File: src/hdl/spms_pkg.sv
// ----------------------------------------------------------------------------
// spms_pkg
// Types and constants shared by the shared-pool multi-stack unit.
// ----------------------------------------------------------------------------
package spms_pkg;

	localparam int POOL_DEPTH = 131072;
	localparam int ADDR_W     = $clog2(POOL_DEPTH);
	localparam int CNT_W      = ADDR_W + 1;
	localparam int ID_W       = 10;
	localparam int VAL_W      = 30;
	localparam int STATUS_W   = 2;

	localparam logic [ID_W-1:0] ID_CLEARED = '0;

	localparam logic MODE_PUSH = 1'b0;
	localparam logic MODE_POP  = 1'b1;

	localparam logic [STATUS_W-1:0] ST_PUSHED = 2'd0;
	localparam logic [STATUS_W-1:0] ST_POPPED = 2'd1;
	localparam logic [STATUS_W-1:0] ST_EMPTY  = 2'd2;
	localparam logic [STATUS_W-1:0] ST_FULL   = 2'd3;

	typedef struct packed {
		logic             mode;
		logic [ID_W-1:0]  stack_id;
		logic [VAL_W-1:0] push_value;
	} in_t;

	typedef struct packed {
		logic [STATUS_W-1:0] status;
		logic [VAL_W-1:0]    pop_value;
	} out_t;

	typedef struct packed {
		logic                load_item;
		logic                do_push;
		logic                scan_start;
		logic                scan_run;
		logic                res_wr;
		logic [STATUS_W-1:0] res_code;
		logic                load_out;
	} dp_cmd_t;

	typedef struct packed {
		logic is_pop;
		logic full;
		logic id_zero;
		logic pool_empty;
		logic hit;
		logic exhausted;
	} dp_sts_t;

endpackage

File: src/hdl/spms_ctrl.sv
// ----------------------------------------------------------------------------
// spms_ctrl
// Sequencer: takes one item, runs push or backward pop scan, hands result out.
// ----------------------------------------------------------------------------
module spms_ctrl (
	input  logic             clk,
	input  logic             arst_n,
	input  logic             in_valid,
	output logic             in_ready,
	output logic             out_valid,
	input  logic             out_ready,
	input  spms_pkg::dp_sts_t sts,
	output spms_pkg::dp_cmd_t cmd
);
	import spms_pkg::*;

	typedef enum logic [2:0] {
		S_IDLE,
		S_DECIDE,
		S_SCAN,
		S_FETCH,
		S_EMIT
	} state_t;

	state_t state_q;
	logic   out_valid_q;

	assign out_valid = out_valid_q;
	assign in_ready  = (state_q == S_IDLE);

	always_comb begin
		cmd = '0;
		case (state_q)
			S_IDLE: begin
				cmd.load_item = in_valid;
			end
			S_DECIDE: begin
				if (!sts.is_pop) begin
					cmd.res_wr = 1'b1;
					if (sts.full) begin
						cmd.res_code = ST_FULL;
					end else begin
						cmd.do_push  = 1'b1;
						cmd.res_code = ST_PUSHED;
					end
				end else if (sts.id_zero || sts.pool_empty) begin
					cmd.res_wr   = 1'b1;
					cmd.res_code = ST_EMPTY;
				end else begin
					cmd.scan_start = 1'b1;
				end
			end
			S_SCAN: begin
				cmd.scan_run = 1'b1;
				if (!sts.hit && sts.exhausted) begin
					cmd.res_wr   = 1'b1;
					cmd.res_code = ST_EMPTY;
				end
			end
			S_FETCH: begin
				cmd.res_wr   = 1'b1;
				cmd.res_code = ST_POPPED;
			end
			S_EMIT: begin
				cmd.load_out = !out_valid_q || out_ready;
			end
			default: begin
				cmd = '0;
			end
		endcase
	end

	always_ff @(posedge clk or negedge arst_n) begin
		if (!arst_n) begin
			state_q     <= S_IDLE;
			out_valid_q <= 1'b0;
		end else begin
			if (cmd.load_out) begin
				out_valid_q <= 1'b1;
			end else if (out_ready) begin
				out_valid_q <= 1'b0;
			end
			case (state_q)
				S_IDLE: begin
					if (in_valid) state_q <= S_DECIDE;
				end
				S_DECIDE: begin
					if (cmd.scan_start) state_q <= S_SCAN;
					else state_q <= S_EMIT;
				end
				S_SCAN: begin
					if (sts.hit) state_q <= S_FETCH;
					else if (sts.exhausted) state_q <= S_EMIT;
				end
				S_FETCH: begin
					state_q <= S_EMIT;
				end
				S_EMIT: begin
					if (cmd.load_out) state_q <= S_IDLE;
				end
				default: begin
					state_q <= S_IDLE;
				end
			endcase
		end
	end

endmodule

File: config.mk
export PLATFORM = sky130hd
export DESIGN_NAME = spms_ctrl
export DESIGN_NICKNAME = d
export VERILOG_FILES = /design/src/hdl/spms_pkg.sv /design/src/hdl/spms_ctrl.sv
export SDC_FILE = /design/constraint.sdc
export NUM_CORES = 1
export LEC_CHECK = 0
export BUFFER_PORTS_ARGS = -buffer_cell sky130_fd_sc_hd__buf_2
export CAP_MARGIN = 10
export CORE_AREA = 2 2 39 41
export DETAILED_ROUTE_END_ITERATION = 16
export DIE_AREA = 0 0 41 43
export PLACE_DENSITY = 0.62
export SLEW_MARGIN = 20
export SYNTH_ARGS = -nofsm -noshare
export SYNTH_HDL_FRONTEND = slang
export SYNTH_SLANG_ARGS = --single-unit
File: constraint.sdc
create_clock -name clk -period 1.2 [get_ports clk]
set_input_delay 0.18 -clock clk [delete_from_list [all_inputs] [get_ports clk]]
set_output_delay 0.18 -clock clk [all_outputs]
set_load 0.05 [all_outputs]
==> flow_summary.toml, run 1 <==
[status]
status = "finished with violations"
violations = "negative setup slack"

[power]
power_leakage_nw = 0.363
p_per_area_nw_per_um2 = 2410
irDropWorstVdd_mv = 1.24
power_mw = 1.98

[clock_network]
cts_tree = "built"
numCtsBuffers = 3
cts.clk_slew.worst_paths_ns = 0.05
root_buffer = "clkbuf_4"
h-tree-depth = 1
clockBufferDepth = 2
cts_sinks = 4
clk_latency_ns = 0.24

[cells_and_area]
multi_input_area_um2 = 337
nets = 93
seq_area_um2 = 105
fill_cells = 119
post-route-util = 0.592
fin_area_um2 = 820
drive_gt1_frac = 0.720
area_delta_synth_final_pct = 136
antennaDiodeCount = 0

[timing]
slew_headroom = 0.795
hold_viol = 0
worst_slew_pin_slew_ns = 0.306
fin_crit_sh = 1.27
skew_ns = 0.00926
finalSetupViolations = 11
rsz0062_at_grt = "true"
period_needed_ns = 1.53
max_freq_mhz = 656
hold_ws_ns = 0.232
drv_slew = 0
worst_slack_ns = -0.325

[die]
die-area_um2 = 1760
die_h_um = 43
die_width_um = 41
io_pins = 20
start_util = 0.251
core_um2 = 1380
rows = 14

[global_route]
grt_overflow_total = 0
grt_pass1_wl_um = 1620
grt_usage = 0.135
grt_pass1_vias = 440
antenna_found_initial = 0
grt_max_degree = 7

[detailed_routing]
vias = 455
wl_met2_um = 544
m1WireLength_um = 399
drc = 0
ant_nets = 0
wl_um = 1010
initialDrtViolationCount = 0
wl_met3_um = 67
routed.top_layer = "met3"
vias_per_cell = 4.64
dr.pass1.iters = 1
avgRoutedWirePerCell_um = 10.3

[worst_setup_path]
rrSetupSlack_ns = -0.11
crit_arrival_ns = 1.35
crit_required_ns = 1.02
startpoint_type = "register"
worstPathMaxFanout = 4
crit_type = "register to output port"
critPathCaptureType = "output port"

[synth]
yosys_warnings = 0
yosys.area.top_type = "dfrtp_1"
syn_area_per_cell_um2 = 8.28
syn_inst = 42
ys_ff_latch = 4
yosysTopAreaCellShare = 0.288
yosysUniqueCellTypes = 22
yosysSeqAreaShare = 0.288
netlist_top_cells_area = "dfrtp_1 29%, nor3b_2 7.2%, nor2_1 6.5%"
netlist_area_um2 = 348
syn_nets = 52

[flow_run]
max_cap_violations = 0

[place]
dp_hpwl_um = 779
globalplace.congestion = 0.689
placed_area_um2 = 636
port_buffers = 19
dp_slack_ns = -0.214

[min_path]
worstHoldPathType = "primary input to register"
critical path: stages, from the launching register on:
cell and delay [ns]:
dfrtp_2 0.43, buf_4 0.17, nor3_4 0.20, and2_4 0.17, buf_8 0.13
per-layer routing:
metal	vias to the layer above	GRT usage
li1	232	-
met1	205	0.130
met2	18	0.241
met3	0	0.0733
met4	0	0.0200
met5	-	0
layout by cell type, fill, tap and decap left out, types with 2 or more instances in the layout:
cell type and n:
dfrtp_2 4, nor2_1 4, nor2_4 2, inv_1 2, nor3_4 2, clkbuf_4 3
nand2_4 2, buf_4 15, buf_6 5, nand2_1 2, buf_8 5, nand2b_1 2
buf_2 10, a21oi_1 2
state kept, by name, indices dropped and copies added (netlist names):
signal	cells
out_valid	1
state_q	3
final timing paths:
| path | start | to | cells after the start |
|---|---|---|---|
| worst max-delay path | state_q[0]$_DFFE_PN0P_ | cmd[7] | 4 |
| worst min-delay path | sts[1] | state_q[0]$_DFFE_PN0P_ | 3 |
| worst max register to register | state_q[0]$_DFFE_PN0P_ | state_q[0]$_DFFE_PN0P_ | 7 |
| worst min register to register | state_q[2]$_DFFE_PN0P_ | state_q[1]$_DFFE_PN0P_ | 1 |
| max in group asynchronous | arst_n | state_q[1]$_DFFE_PN0P_ | 2 |
| min in group asynchronous | arst_n | state_q[0]$_DFFE_PN0P_ | 2 |
per-stage QoR:
stage / TNS [ns] / instances
after detailed placement: -1.50 / 89
after global placement: -1.49 / 89
after floorplan: -1.98 / 42
final: -2.50 / 98
after CTS: -2.48 / 96
after global routing: -3.19 / 98
power breakdown:
part	internal (mW)	leakage (nW)	switching [mW]	total [mW]
combinational	0.741	0.302	0.785	1.53
sequential	0.198	0.0459	0.0680	0.266
clock	0.125	0.0150	0.0611	0.186
total	1.06	0.363	0.914	1.98
what timing repair did:
| action | 4_1_cts | 5_1_grt |
|---|---|---|
| gates resized for setup | 28 | 3 |
| pin swaps | 5 | 3 |
| hold buffers | 1 | 0 |
| endpoints found under the hold margin | 4 | 0 |
| cloned | 0 | 0 |
| endpoints found under the setup margin | 11 | 12 |
| setup buffers | 3 | 3 |
cells in the mapped netlist:
library cell	n
nor3b_1	1
and3_2	1
or3b_1	1
a21boi_0	2
and2_1	2
o31ai_1	1
nor2b_4	1
nor2_1	6
nand3_1	2
nor3_1	2
buf_6	1
a2111oi_2	1
nand2_1	4
inv_1	2
a21oi_1	2
nor3b_2	2
nand2b_1	2
dfrtp_1	4
nor2b_2	1
o21ai_0	2
o31a_1	1
a211o_1	1
cell families (layout without fill, tap and decap cells):
kind of cell / after synthesis / count (layout) / synth area share
compound gates: 10 / 10 / 0.216
buf+inv: 3 / 43 / 0.0540
flops: 4 / 4 / 0.288
simple gates: 25 / 25 / 0.442
cell type report:
| class | instances | share of cell area |
|---|---|---|
| tap | 16 | 0.0244 |
| inverter | 2 | 0.00916 |
| clock buffer | 4 | 0.0321 |
| sequential | 4 | 0.128 |
| multi-input combinational | 35 | 0.411 |
| timing repair buffer | 37 | 0.395 |
Note: power is estimated with default switching activity, not from simulation.
==> run 2, diff against run 1 <==
--- a/config.mk
+++ b/config.mk
@@ -5,12 +5,12 @@
 export SDC_FILE = /design/constraint.sdc
 export NUM_CORES = 1
 export LEC_CHECK = 0
-export BUFFER_PORTS_ARGS = -buffer_cell sky130_fd_sc_hd__buf_2
 export CAP_MARGIN = 10
 export CORE_AREA = 2 2 39 41
 export DETAILED_ROUTE_END_ITERATION = 16
 export DIE_AREA = 0 0 41 43
-export PLACE_DENSITY = 0.62
+export DONT_BUFFER_PORTS = 1
+export PLACE_DENSITY = 0.49
 export SLEW_MARGIN = 20
 export SYNTH_ARGS = -nofsm -noshare
 export SYNTH_HDL_FRONTEND = slang
==> flow_summary.toml, run 2 (same netlist as run 1, synthesis figures left out) <==
[worst_setup_path]
worstPathMaxFanout = 4
crit_arrival_ns = 1.36
cp_slowest_cell = "dfrtp_2"
crit_type = "register to output port"
startpoint_type = "register"
crit_required_ns = 1.02
critPathCaptureType = "output port"
cp_slowest_stage_delay_ns = 0.45
crit_path_cell_trace = "nor2b_4, nand2_4, o31ai_4, buf_12"

[place]
dp_slack_ns = -0.223
globalplace.congestion = 0.750
placed_area_um2 = 638
dp_hpwl_um = 891
port_buffers = 0

[global_route]
grt_pass1_vias = 447
antenna_found_initial = 0
grt_overflow_total = 0
grt_usage = 0.163
grt_pass1_wl_um = 1930
grt_max_degree = 6

[timing]
finalSetupViolations = 11
period_needed_ns = 1.54
slew_headroom = 0.775
hold_ws_ns = 0.129
drv_slew = 0
setup_tns_ns = -2.45
hold_viol = 0
fin_crit_sh = 1.28
rsz0062_at_grt = "true"
worst_slack_ns = -0.336
skew_ns = 0.00740
worst_slew_pin_slew_ns = 0.336
max_freq_mhz = 651

[cells_and_area]
regMostFlops = "state_q"
fin_area_um2 = 739
final_common_cell = "buf_4"
antennaDiodeCount = 0
nets = 75
drive_gt1_frac = 0.656
layout_common_cells = "8 x buf_4, 6 x buf_12, 4 x nor2_1, 4 x dfrtp_2"
largest_reg_flops = 3
post-route-util = 0.534
area_delta_synth_final_pct = 113

[detailed_routing]
drc = 0
vias = 387
avgRoutedWirePerCell_um = 14.1
ant_nets = 0
vias_per_cell = 4.84
wl_um = 1120
initialDrtViolationCount = 2
dr.pass1.iters = 2

[clock_network]
numCtsBuffers = 3
cts_tree = "built"
cts.clk_slew.worst_paths_ns = 0.04
h-tree-depth = 1
clk_latency_ns = 0.24
clockBufferDepth = 2
root_buffer = "clkbuf_4"
cts_sinks = 4

[power]
p_switching_uw = 897
p_int_uw = 911
seq_power_share = 0.151
power_leakage_nw = 0.291
power.share.switching = 0.496
combinationalPowerShare = 0.748
irDropWorstVdd_mv = 1.21
p_per_area_nw_per_um2 = 2450
clockPowerShare = 0.101

[die]
core_um2 = 1380
die_h_um = 43
die_width_um = 41
io_pins = 20
start_util = 0.251
rows = 14
die-area_um2 = 1760

[status]
violations = "negative setup slack"
status = "finished with violations"

[flow_run]
max_cap_violations = 0

[min_path]
worstHoldPathType = "primary input to register"
[run 2: cell count changes in the layout (fill, tap and decap cells not counted)]
cell     before  now
nor2b_2       1    0
buf_2        10    0
buf_12        1    6
buf_8         5    1
buf_6         5    3
inv_1         2    1
nor2b_4       1    2
inv_2         0    1
buf_4        15    8
[run 2: worst max-delay path: cells and delay by family (launching register included)]
kind | cells | cell delay (ns)
buffers and inverters | 1 | 0.17
AO/OA/AOI/OAI | 1 | 0.23
AND/OR/NAND/NOR | 2 | 0.28
flip-flops | 1 | 0.45
[run 2: area by class of cell]
type / instances / area (um2)
Inverter: 2 / 7.51
Timing Repair Buffer: 19 / 239
Tap cell: 16 / 20.0
Multi-Input combinational cell: 35 / 342
Clock buffer: 4 / 26.3
Fill cell: 128 / 644
Sequential cell: 4 / 105
[run 2: final timing paths]
path | start | to | slack [ns] | cells past startpoint
worst max-delay path | state_q[2]$_DFFE_PN0P_ | cmd[2] | -0.34 | 4
max in group asynchronous | arst_n | state_q[0]$_DFFE_PN0P_ | 0.80 | 1
worst min-delay path | sts[1] | state_q[0]$_DFFE_PN0P_ | 0.13 | 2
worst max register to register | state_q[2]$_DFFE_PN0P_ | state_q[2]$_DFFE_PN0P_ | -0.12 | 5
worst min register to register | state_q[2]$_DFFE_PN0P_ | state_q[1]$_DFFE_PN0P_ | 0.53 | 1
min in group asynchronous | arst_n | out_valid$_DFFE_PN0P_ | 0.21 | 1
[run 2: power by group through the flow]
stage | logic (mW) | clock network, mW | registers (mW)
5_1_grt | 1.43 | 0.206 | 0.282
3_5_place_dp | 1.18 | 0 | 0.281
2_1_floorplan | 0.770 | 0 | 0.318
3_3_place_gp | 1.16 | 0 | 0.276
4_1_cts | 1.33 | 0.191 | 0.271
6_report | 1.35 | 0.183 | 0.273
[run 2: what timing repair did]
action                                 4_1_cts  5_1_grt
setup endpoints to repair                   11       12
hold buffers                                 1        0
buffers inserted                             4        1
pin swaps                                    6        3
gates resized for setup                     12        3
endpoints found under the hold margin        4        0
[run 2: per-stage QoR]
step	instances	total power [mW]
after floorplan	42	1.09
after global placement	73	1.43
after detailed placement	73	1.46
after CTS	81	1.80
after global routing	80	1.91
final	80	1.81
[run 2: routing by layer]
layer / track usage / vias to the layer above / routed length (um)
li1: - / 192 / -
met1: 0.177 / 182 / 384
met2: 0.288 / 13 / 675
met3: 0.0471 / 0 / 65
met4: 0.0400 / 0 / 0
met5: 0 / - / 0
